$ cat src/design/piaw_pkg.sv
package piaw_pkg;

    // field widths
    localparam int DATA_W   = 32;
    localparam int STEP_W   = 31;
    localparam int STATUS_W = 2;
    localparam int FRAC_W   = 16;

    // internal widths
    localparam int ERR_W     = DATA_W + 1;          // exact demand - measured
    localparam int INTEG_W   = 48;                  // integrator, Q32.16
    localparam int MUL_W     = ERR_W;               // shared multiplier operand width
    localparam int PROD_W    = 2 * MUL_W;           // full product width
    localparam int SPLIT_W   = 24;                  // integrator split for the 33x33 unit
    localparam int HI_W      = INTEG_W - SPLIT_W;
    localparam int ACC_W     = 80;                  // integral product accumulator
    localparam int U_W       = ACC_W - FRAC_W;      // unclamped drive

    // configuration register indexes
    localparam int CFG_IDX_W = 3;
    localparam logic [CFG_IDX_W-1:0] REG_PROP_GAIN   = CFG_IDX_W'(0);
    localparam logic [CFG_IDX_W-1:0] REG_INTEG_GAIN  = CFG_IDX_W'(1);
    localparam logic [CFG_IDX_W-1:0] REG_STEP_SIZE   = CFG_IDX_W'(2);
    localparam logic [CFG_IDX_W-1:0] REG_DRIVE_UPPER = CFG_IDX_W'(3);
    localparam logic [CFG_IDX_W-1:0] REG_DRIVE_LOWER = CFG_IDX_W'(4);

    // reset value of the upper clamp, 1100.0 in Q16.16
    localparam logic signed [DATA_W-1:0] UPPER_RESET = DATA_W'(72089600);

    // integrator saturation bounds
    localparam logic signed [INTEG_W-1:0] INTEG_MAX = {1'b0, {(INTEG_W-1){1'b1}}};
    localparam logic signed [INTEG_W-1:0] INTEG_MIN = {1'b1, {(INTEG_W-1){1'b0}}};

    // clamp status codes
    localparam logic [STATUS_W-1:0] CLAMP_NONE = STATUS_W'(0);
    localparam logic [STATUS_W-1:0] CLAMP_HIGH = STATUS_W'(1);
    localparam logic [STATUS_W-1:0] CLAMP_LOW  = STATUS_W'(2);

    // datapath operations
    typedef enum logic [2:0] {
        OP_NONE,
        OP_LOAD,
        OP_MUL_STEP,
        OP_MUL_PROP,
        OP_MUL_ILO,
        OP_MUL_IHI,
        OP_SUM
    } op_t;

    typedef struct packed {
        op_t  op;
        logic commit;
    } cmd_t;

endpackage

$ cat src/design/piaw_in_if.sv
interface piaw_in_if;
    logic                                 valid;
    logic                                 ready;
    logic signed [piaw_pkg::DATA_W-1:0]   demand;
    logic signed [piaw_pkg::DATA_W-1:0]   measured;

    modport source (output valid, output demand, output measured, input ready);
    modport sink (input valid, input demand, input measured, output ready);
endinterface

$ cat src/design/piaw_out_if.sv
interface piaw_out_if;
    logic                                 valid;
    logic                                 ready;
    logic signed [piaw_pkg::DATA_W-1:0]   drive;
    logic [piaw_pkg::STATUS_W-1:0]        clamp_status;
    logic                                 integ_held;

    modport source (output valid, output drive, output clamp_status, output integ_held,
                    input ready);
    modport sink (input valid, input drive, input clamp_status, input integ_held,
                  output ready);
endinterface

$ cat src/design/piaw_cfg_if.sv
interface piaw_cfg_if;
    logic                                 valid;
    logic                                 ready;
    logic [piaw_pkg::CFG_IDX_W-1:0]       index;
    logic [piaw_pkg::DATA_W-1:0]          data;

    modport source (output valid, output index, output data, input ready);
    modport sink (input valid, input index, input data, output ready);
endinterface

$ cat src/design/piaw_ctrl.sv
module piaw_ctrl (
    input  logic            clk,
    input  logic            rst_n,
    input  logic            in_valid,
    output logic            in_ready,
    output logic            out_valid,
    input  logic            out_ready,
    output piaw_pkg::cmd_t  cmd
);

    typedef enum logic [2:0] {
        ST_IDLE,
        ST_MUL_STEP,
        ST_MUL_PROP,
        ST_MUL_ILO,
        ST_MUL_IHI,
        ST_SUM,
        ST_CLAMP
    } state_t;

    state_t state_reg;
    state_t state_next;
    logic   out_valid_reg;
    logic   out_valid_next;

    assign in_ready  = (state_reg == ST_IDLE);
    assign out_valid = out_valid_reg;

    always_comb
    begin
        cmd.op         = piaw_pkg::OP_NONE;
        cmd.commit     = 1'b0;
        state_next     = state_reg;
        unique case (state_reg)
            ST_IDLE:
            begin
                if (in_valid)
                begin
                    cmd.op     = piaw_pkg::OP_LOAD;
                    state_next = ST_MUL_STEP;
                end
            end
            ST_MUL_STEP:
            begin
                cmd.op     = piaw_pkg::OP_MUL_STEP;
                state_next = ST_MUL_PROP;
            end
            ST_MUL_PROP:
            begin
                cmd.op     = piaw_pkg::OP_MUL_PROP;
                state_next = ST_MUL_ILO;
            end
            ST_MUL_ILO:
            begin
                cmd.op     = piaw_pkg::OP_MUL_ILO;
                state_next = ST_MUL_IHI;
            end
            ST_MUL_IHI:
            begin
                cmd.op     = piaw_pkg::OP_MUL_IHI;
                state_next = ST_SUM;
            end
            ST_SUM:
            begin
                cmd.op     = piaw_pkg::OP_SUM;
                state_next = ST_CLAMP;
            end
            ST_CLAMP:
            begin
                // wait for the output slot to drain
                if (!out_valid_reg || out_ready)
                begin
                    cmd.commit = 1'b1;
                    state_next = ST_IDLE;
                end
            end
            default:
            begin
                state_next = ST_IDLE;
            end
        endcase
    end

    always_comb
    begin
        if (cmd.commit)
            out_valid_next = 1'b1;
        else if (out_ready)
            out_valid_next = 1'b0;
        else
            out_valid_next = out_valid_reg;
    end

    always_ff @(posedge clk or negedge rst_n)
    begin
        if (!rst_n)
        begin
            state_reg     <= ST_IDLE;
            out_valid_reg <= 1'b0;
        end
        else
        begin
            state_reg     <= state_next;
            out_valid_reg <= out_valid_next;
        end
    end

    a_commit_slot_free: assert property (@(posedge clk) disable iff (!rst_n)
        cmd.commit |-> (!out_valid_reg || out_ready))
        else $error("result committed over an untaken result");

    a_commit_shows: assert property (@(posedge clk) disable iff (!rst_n)
        cmd.commit |=> (out_valid_reg && state_reg == ST_IDLE))
        else $error("committed result not presented");

    a_accept_starts: assert property (@(posedge clk) disable iff (!rst_n)
        (in_valid && in_ready) |=> (state_reg == ST_MUL_STEP))
        else $error("accepted request did not start the sequence");

endmodule

$ cat src/design/piaw_dp.sv
module piaw_dp (
    input  logic                                  clk,
    input  logic                                  rst_n,
    input  piaw_pkg::cmd_t                        cmd,
    input  logic signed [piaw_pkg::DATA_W-1:0]    demand,
    input  logic signed [piaw_pkg::DATA_W-1:0]    measured,
    input  logic                                  cfg_we,
    input  logic [piaw_pkg::CFG_IDX_W-1:0]        cfg_index,
    input  logic [piaw_pkg::DATA_W-1:0]           cfg_data,
    output logic signed [piaw_pkg::DATA_W-1:0]    drive,
    output logic [piaw_pkg::STATUS_W-1:0]         clamp_status,
    output logic                                  integ_held
);

    // configuration
    logic signed [piaw_pkg::DATA_W-1:0] prop_gain_reg;
    logic signed [piaw_pkg::DATA_W-1:0] integ_gain_reg;
    logic [piaw_pkg::STEP_W-1:0]        step_size_reg;
    logic signed [piaw_pkg::DATA_W-1:0] drive_upper_reg;
    logic signed [piaw_pkg::DATA_W-1:0] drive_lower_reg;

    // state and working registers
    logic signed [piaw_pkg::INTEG_W-1:0] accum_reg;
    logic signed [piaw_pkg::ERR_W-1:0]   err_reg;
    logic signed [piaw_pkg::PROD_W-1:0]  prod_reg;
    logic signed [piaw_pkg::INTEG_W-1:0] sum_reg;
    logic signed [piaw_pkg::ACC_W-1:0]   acc_reg;
    logic signed [piaw_pkg::U_W-1:0]     u_reg;
    logic signed [piaw_pkg::DATA_W-1:0]  drive_reg;
    logic [piaw_pkg::STATUS_W-1:0]       status_reg;
    logic                                held_reg;

    // shared multiplier
    logic signed [piaw_pkg::MUL_W-1:0]   mul_a;
    logic signed [piaw_pkg::MUL_W-1:0]   mul_b;
    logic signed [piaw_pkg::PROD_W-1:0]  mul_p;

    logic signed [piaw_pkg::ERR_W-1:0]   err_next;
    logic signed [piaw_pkg::INTEG_W-1:0] step_term;
    logic signed [piaw_pkg::INTEG_W:0]   sum_wide;
    logic signed [piaw_pkg::INTEG_W-1:0] sum_next;
    logic signed [piaw_pkg::ACC_W-1:0]   prod_ext;
    logic signed [piaw_pkg::ACC_W-1:0]   acc_final;
    logic signed [piaw_pkg::U_W-1:0]     upper_ext;
    logic signed [piaw_pkg::U_W-1:0]     lower_ext;
    logic                                above;
    logic                                below;
    logic                                err_pos;
    logic                                err_neg;
    logic signed [piaw_pkg::DATA_W-1:0]  drive_next;
    logic [piaw_pkg::STATUS_W-1:0]       status_next;
    logic                                held_next;

    assign err_next = {demand[piaw_pkg::DATA_W-1], demand}
                    - {measured[piaw_pkg::DATA_W-1], measured};

    always_comb
    begin
        mul_a = '0;
        mul_b = '0;
        unique case (cmd.op)
            piaw_pkg::OP_MUL_STEP:
            begin
                mul_a = {{(piaw_pkg::MUL_W-piaw_pkg::STEP_W){1'b0}}, step_size_reg};
                mul_b = err_reg;
            end
            piaw_pkg::OP_MUL_PROP:
            begin
                mul_a = err_reg;
                mul_b = {prop_gain_reg[piaw_pkg::DATA_W-1], prop_gain_reg};
            end
            piaw_pkg::OP_MUL_ILO:
            begin
                mul_a = {{(piaw_pkg::MUL_W-piaw_pkg::SPLIT_W){1'b0}},
                         sum_reg[piaw_pkg::SPLIT_W-1:0]};
                mul_b = {integ_gain_reg[piaw_pkg::DATA_W-1], integ_gain_reg};
            end
            piaw_pkg::OP_MUL_IHI:
            begin
                mul_a = {{(piaw_pkg::MUL_W-piaw_pkg::HI_W){sum_reg[piaw_pkg::INTEG_W-1]}},
                         sum_reg[piaw_pkg::INTEG_W-1:piaw_pkg::SPLIT_W]};
                mul_b = {integ_gain_reg[piaw_pkg::DATA_W-1], integ_gain_reg};
            end
            default:
            begin
                mul_a = '0;
                mul_b = '0;
            end
        endcase
    end

    assign mul_p = mul_a * mul_b;

    // step term: floor(step*err / 2^16) always fits the integrator width
    assign step_term = prod_reg[piaw_pkg::FRAC_W+piaw_pkg::INTEG_W-1:piaw_pkg::FRAC_W];
    assign sum_wide  = {accum_reg[piaw_pkg::INTEG_W-1], accum_reg}
                     + {step_term[piaw_pkg::INTEG_W-1], step_term};

    always_comb
    begin
        if (sum_wide[piaw_pkg::INTEG_W] != sum_wide[piaw_pkg::INTEG_W-1])
            sum_next = sum_wide[piaw_pkg::INTEG_W] ? piaw_pkg::INTEG_MIN : piaw_pkg::INTEG_MAX;
        else
            sum_next = sum_wide[piaw_pkg::INTEG_W-1:0];
    end

    assign prod_ext  = {{(piaw_pkg::ACC_W-piaw_pkg::PROD_W){prod_reg[piaw_pkg::PROD_W-1]}},
                        prod_reg};
    // high half of the integral product, weighted by the split
    assign acc_final = acc_reg
                     + {prod_reg[piaw_pkg::ACC_W-piaw_pkg::SPLIT_W-1:0],
                        {piaw_pkg::SPLIT_W{1'b0}}};

    // clamp and anti-windup decision
    assign upper_ext = {{(piaw_pkg::U_W-piaw_pkg::DATA_W){drive_upper_reg[piaw_pkg::DATA_W-1]}},
                        drive_upper_reg};
    assign lower_ext = {{(piaw_pkg::U_W-piaw_pkg::DATA_W){drive_lower_reg[piaw_pkg::DATA_W-1]}},
                        drive_lower_reg};
    assign above     = (u_reg > upper_ext);
    assign below     = (u_reg < lower_ext);
    assign err_neg   = err_reg[piaw_pkg::ERR_W-1];
    assign err_pos   = !err_reg[piaw_pkg::ERR_W-1] && (|err_reg);

    always_comb
    begin
        if (above)
        begin
            drive_next  = drive_upper_reg;
            status_next = piaw_pkg::CLAMP_HIGH;
            held_next   = err_pos;
        end
        else if (below)
        begin
            drive_next  = drive_lower_reg;
            status_next = piaw_pkg::CLAMP_LOW;
            held_next   = err_neg;
        end
        else
        begin
            drive_next  = u_reg[piaw_pkg::DATA_W-1:0];
            status_next = piaw_pkg::CLAMP_NONE;
            held_next   = 1'b0;
        end
    end

    // configuration and integrator
    always_ff @(posedge clk or negedge rst_n)
    begin
        if (!rst_n)
        begin
            prop_gain_reg   <= '0;
            integ_gain_reg  <= '0;
            step_size_reg   <= '0;
            drive_upper_reg <= piaw_pkg::UPPER_RESET;
            drive_lower_reg <= '0;
            accum_reg       <= '0;
        end
        else
        begin
            if (cfg_we)
            begin
                unique case (cfg_index)
                    piaw_pkg::REG_PROP_GAIN:   prop_gain_reg   <= cfg_data;
                    piaw_pkg::REG_INTEG_GAIN:  integ_gain_reg  <= cfg_data;
                    piaw_pkg::REG_STEP_SIZE:   step_size_reg   <= cfg_data[piaw_pkg::STEP_W-1:0];
                    piaw_pkg::REG_DRIVE_UPPER: drive_upper_reg <= cfg_data;
                    piaw_pkg::REG_DRIVE_LOWER: drive_lower_reg <= cfg_data;
                    default:
                    begin
                    end
                endcase
            end
            if (cmd.commit && !held_next)
                accum_reg <= sum_reg;
        end
    end

    // working registers, no reset needed
    always_ff @(posedge clk)
    begin
        if (cmd.op == piaw_pkg::OP_LOAD)
            err_reg <= err_next;
        if (cmd.op == piaw_pkg::OP_MUL_STEP || cmd.op == piaw_pkg::OP_MUL_PROP ||
            cmd.op == piaw_pkg::OP_MUL_ILO || cmd.op == piaw_pkg::OP_MUL_IHI)
            prod_reg <= mul_p;
        if (cmd.op == piaw_pkg::OP_MUL_PROP)
            sum_reg <= sum_next;
        // proportional term floored on its own, so the two terms truncate separately
        if (cmd.op == piaw_pkg::OP_MUL_ILO)
            acc_reg <= {prod_ext[piaw_pkg::ACC_W-1:piaw_pkg::FRAC_W], {piaw_pkg::FRAC_W{1'b0}}};
        if (cmd.op == piaw_pkg::OP_MUL_IHI)
            acc_reg <= acc_reg + prod_ext;
        if (cmd.op == piaw_pkg::OP_SUM)
            u_reg <= acc_final[piaw_pkg::ACC_W-1:piaw_pkg::FRAC_W];
        if (cmd.commit)
        begin
            drive_reg  <= drive_next;
            status_reg <= status_next;
            held_reg   <= held_next;
        end
    end

    assign drive        = drive_reg;
    assign clamp_status = status_reg;
    assign integ_held   = held_reg;

    a_accum_only_on_commit: assert property (@(posedge clk) disable iff (!rst_n)
        !cmd.commit |=> $stable(accum_reg))
        else $error("integrator moved outside a commit");

endmodule

$ cat src/design/pi_controller_antiwindup_unit.sv
// pi controller with conditional-integration anti-windup, signed q16.16 data and gains.
// each request carries demand and measured; the block forms error = demand - measured,
// sum = sat48(integrator + floor(step_size*error/2^16)) and
// drive = floor(error*prop_gain/2^16) + floor(sum*integ_gain/2^16), clamps drive to
// drive_upper / drive_lower (upper test first) and holds the integrator when clamped
// high with positive error or clamped low with negative error. one request is worked
// at a time: its pace is set by the single shared 33x33 multiplier that is used four
// times in sequence (step term, proportional term, low and high halves of the
// integral term), followed by an add step and a clamp step. the result sits in an
// output register, so the next request is taken while the previous result still
// waits downstream; the clamp step stalls only when a result is still unclaimed.
// configuration writes are always accepted and must be made while the block is idle.
module pi_controller_antiwindup_unit (
    input  logic        clk,
    input  logic        rst_n,
    piaw_in_if.sink     sample,
    piaw_out_if.source  result,
    piaw_cfg_if.sink    cfg
);

    // command from the sequencer to the datapath
    piaw_pkg::cmd_t cmd;
    logic           in_ready;
    logic           out_valid;

    // configuration writes never stall
    assign cfg.ready = 1'b1;

    // sequencer: one state per multiplier pass, then add and clamp
    piaw_ctrl u_ctrl (
        .clk       (clk),
        .rst_n     (rst_n),
        .in_valid  (sample.valid),
        .in_ready  (in_ready),
        .out_valid (out_valid),
        .out_ready (result.ready),
        .cmd       (cmd)
    );

    // datapath: config registers, integrator, shared multiplier, clamp, result register
    piaw_dp u_dp (
        .clk          (clk),
        .rst_n        (rst_n),
        .cmd          (cmd),
        .demand       (sample.demand),
        .measured     (sample.measured),
        .cfg_we       (cfg.valid),
        .cfg_index    (cfg.index),
        .cfg_data     (cfg.data),
        .drive        (result.drive),
        .clamp_status (result.clamp_status),
        .integ_held   (result.integ_held)
    );

    // request handshake
    assign sample.ready = in_ready;
    assign result.valid = out_valid;

endmodule
$ cat src/flat_wrapper.sv
// flat-port wrapper written by rule: the top's interface ports become plain ports
module pi_controller_antiwindup_unit_flat 
  (clk, rst_n, sample_valid, sample_demand, sample_measured, sample_ready, result_valid, result_drive, result_clamp_status, result_integ_held, result_ready, cfg_valid, cfg_index, cfg_data, cfg_ready);
  piaw_in_if sample_i ();
  piaw_out_if result_i ();
  piaw_cfg_if cfg_i ();
  input  logic clk;
  input  logic rst_n;
  input wire logic [$bits(sample_i.valid)-1:0] sample_valid;
  input wire logic [$bits(sample_i.demand)-1:0] sample_demand;
  input wire logic [$bits(sample_i.measured)-1:0] sample_measured;
  output wire logic [$bits(sample_i.ready)-1:0] sample_ready;
  output wire logic [$bits(result_i.valid)-1:0] result_valid;
  output wire logic [$bits(result_i.drive)-1:0] result_drive;
  output wire logic [$bits(result_i.clamp_status)-1:0] result_clamp_status;
  output wire logic [$bits(result_i.integ_held)-1:0] result_integ_held;
  input wire logic [$bits(result_i.ready)-1:0] result_ready;
  input wire logic [$bits(cfg_i.valid)-1:0] cfg_valid;
  input wire logic [$bits(cfg_i.index)-1:0] cfg_index;
  input wire logic [$bits(cfg_i.data)-1:0] cfg_data;
  output wire logic [$bits(cfg_i.ready)-1:0] cfg_ready;
  assign sample_i.valid = sample_valid;
  assign sample_i.demand = sample_demand;
  assign sample_i.measured = sample_measured;
  assign sample_ready = sample_i.ready;
  assign result_valid = result_i.valid;
  assign result_drive = result_i.drive;
  assign result_clamp_status = result_i.clamp_status;
  assign result_integ_held = result_i.integ_held;
  assign result_i.ready = result_ready;
  assign cfg_i.valid = cfg_valid;
  assign cfg_i.index = cfg_index;
  assign cfg_i.data = cfg_data;
  assign cfg_ready = cfg_i.ready;
  pi_controller_antiwindup_unit u_core (.clk(clk), .rst_n(rst_n), .sample(sample_i), .result(result_i), .cfg(cfg_i));
endmodule
$ cat config.mk
export PLATFORM = sky130hd
export DESIGN_NAME = pi_controller_antiwindup_unit_flat
export DESIGN_NICKNAME = d
export VERILOG_FILES = /design/src/design/piaw_pkg.sv /design/src/design/piaw_in_if.sv /design/src/design/piaw_out_if.sv /design/src/design/piaw_cfg_if.sv /design/src/design/piaw_ctrl.sv /design/src/design/piaw_dp.sv /design/src/design/pi_controller_antiwindup_unit.sv /design/src/flat_wrapper.sv
export SDC_FILE = /design/constraint.sdc
export NUM_CORES = 2
export LEC_CHECK = 0
export ABC_AREA = 1
export ABC_CLOCK_PERIOD_IN_PS = 10540
export BUFFER_PORTS_ARGS = -buffer_cell sky130_fd_sc_hd__buf_2
export CAP_MARGIN = 20
export CELL_PAD_IN_SITES_DETAIL_PLACEMENT = 1
export CELL_PAD_IN_SITES_GLOBAL_PLACEMENT = 1
export CORE_MARGIN = 1.5
export CORE_UTILIZATION = 35
export DETAILED_ROUTE_END_ITERATION = 8
export HOLD_SLACK_MARGIN = 0.02
export PLACE_DENSITY_LB_ADDON = 0.1
export RECOVER_POWER = 25
export SYNTH_ARGS = -nofsm -noshare
export SYNTH_HDL_FRONTEND = slang
export SYNTH_SLANG_ARGS = --single-unit
$ cat constraint.sdc
create_clock -name clk -period 10.54 [get_ports clk]
set_clock_uncertainty 0.15 [all_clocks]
set_input_delay 1.054 -clock clk [delete_from_list [all_inputs] [get_ports clk]]
set_output_delay 1.054 -clock clk [all_outputs]
set_load 0.01 [all_outputs]
==> run metrics <==
post-route ant nets 0; I/O pin cnt 142; Finished Core Util 0.3854; CP Class reg -> reg; GPL Wtd Cong 0.9707; hold violation count in the final report 0; IO buf count 140; core region area 217600 sq um; dpl hpwl 288500 um; detailed-route DRC error count 0; delay-heaviest family, CP adder cells; Num CTS Buffers 66; clock latency on the worst-skew pair 720 ps; Crit path top cell by count fa_1; Starting Density 0.3528; Slew headroom -2.286; fmax 98.92 MHz; Slew @ Worst Pin 4930 ps; clock slew at reported path FFs 60 ps; number of setup buffers added after CTS 0; most common cell after layout, fill and taps aside nand2_1; dominant cells by area after synthesis fa_1 (30%), edfxtp_1 (13%), nand2_1 (9.2%); PostCTS Resize Cnt 0; H-tree Lvls 3; final setup violation count 0; hold path startpoint u_core.u_dp.accum_reg[0]; final setup TNS 0 ps; cts hold-fix bufs 0; Max Fanout on Critical Path 15; layout cells sized above 1 0.05545; Netlist Area Pre-Place 76770 sq um; Synth cell types 64; Tmin final 10110 ps; slowest cell on the critical path clkinv_1; Largest register FFs 80; period utilisation layout 0.9591; Crit path largest cell delay 750 ps; Mapped Nets 11210; Ys Warns 0; startpoint type of the worst setup path register; ys async rst share 0.3929; Clock Sinks 537; area leader, netlist fa_1; Worst Setup SP u_core.u_ctrl.state_reg[0]; First-pass DRT Iterations 6; Total GRT Usage 0.3128; violation count after the first detailed-route iteration 5179; Avg WL per Cell 27.82 um; routed wire length 346000 um; Die ar. 222200 sq um; CP Buf/Inv Count 7; Max Cap Violations 7; largest net degree at the start of global routing 80; Nets 11340; failing checks capacitance limit, slew limit; global-route wire length before repair 504100 um; EDFF count, synth 326; Worst EP arrival 10370 ps; DR vias/cell 5.349; post-synthesis sequential area ratio 0.1964; vias in the first global route 72870; RSZ-0062 raised after global routing false; overall overflow remaining after global route 0; commonest non-fill, non-tap cells in the layout nand2_1 (1880), inv_1 (1877), fa_1 (1149); initial antenna violation count 12; Yosys top cell area share 0.2996; Die H 471.3 um; worst hold path class reg -> reg; clk buf depth 3; Layout area overhead 9.218%; clock root buffer clkbuf_16; Mapped Avg Cell Area 8.167 sq um; Mapped Cells 9400; Chip Width 471.3 um; predominant post-synthesis flop cell edfxtp_1; DR vias 66520; TritonCTS clock tree done; Yosys reg bits 537; Critical Path End Type register; Final Max Tran Viols 462; Reg-to-Reg Start u_core.u_ctrl.state_reg[0]; status finished with violations; Critical Path RT 10800 ps; num rows 171
-- tightest hold or removal path: cells and delay by family, from the launching register on --
kind / cells / cell delay (ps)
flops: 1 / 350
simple gates: 2 / 100
-- final cells by class --
type	count	area (sq um)
antenna	5	12.51
clock buffer	90	1864
clock inverter	30	427.9
fill	26120	133700
inverter	1908	7162
multi-input combinational	6676	53400
sequential	537	15070
tap	2854	3571
timing repair buffer	336	2341
-- cells by family after synthesis --
group                      Yosys count  share of synthesized area
AOI/OAI and AO/OA                 1348                     0.1008
xor gates and xnor gates           214                    0.02441
adders and majority gates         1707                     0.3906
buffers and inverters             2187                     0.1102
DFF                                537                     0.1964
other                                1                 0.00004885
and+or+nand+nor                   3406                     0.1777
-- layer usage --
layer,vias up,track usage,wire [um]
met3,519,0.02662,16000
met1,34660,0.4082,147400
met4,2,0.1437,18250
li1,29480,-,-
met2,1856,0.5260,164300
met5,-,0,13
-- path summary, 6_finish.rpt --
path / end / slack [ps] / cells after the start
max: u_core.u_dp.prod_reg[53] / 430 / 29
min: u_core.u_dp.accum_reg[0] / 330 / 2
max reg2reg: u_core.u_dp.prod_reg[53] / 430 / 29
min reg2reg: u_core.u_dp.accum_reg[0] / 330 / 2
max in group asynchronous: u_core.u_dp.step_size_reg[27] / 3280 / 4
min in group asynchronous: u_core.u_dp.drive_lower_reg[18] / 1960 / 1
-- stage by stage --
stage          std cells  hold WS [ps]  setup slack, ps  instance area (sq um)
3_3_place_gp       12310         317.8            638.2                  81530
5_1_grt            12430         366.5            156.4                  83840
2_1_floorplan       9400         280.7            870.8                  76770
4_1_cts            12430         186.1            499.7                  83850
6_report           12440         330.3            430.6                  83850
3_5_place_dp       12310         323.7            574.0                  81550
-- cell usage after synthesis, types with 11 or more instances --
master and number:
a21boi_0 22, a21o_1 35, a21oi_1 464, a221oi_1 12, a22o_1 26, a22oi_1 29
a31oi_1 93, buf_2 124, buf_6 11, clkbuf_1 133, clkinv_1 15, dfrtp_1 207
edfxtp_1 326, fa_1 1149, ha_1 558, inv_1 1877, inv_2 16, nand2_1 1882
nand3_1 180, nand3b_1 14, nand4_1 100, nor2_1 1090, nor3_1 51, nor4_1 25
o211ai_1 17, o21a_1 66, o21ai_0 493, o21bai_1 48, or2_2 21, xnor2_1 81
xor2_1 133
Power is not shown: default switching activity piles up to over one toggle a cycle in this logic, so the estimate is an artifact.
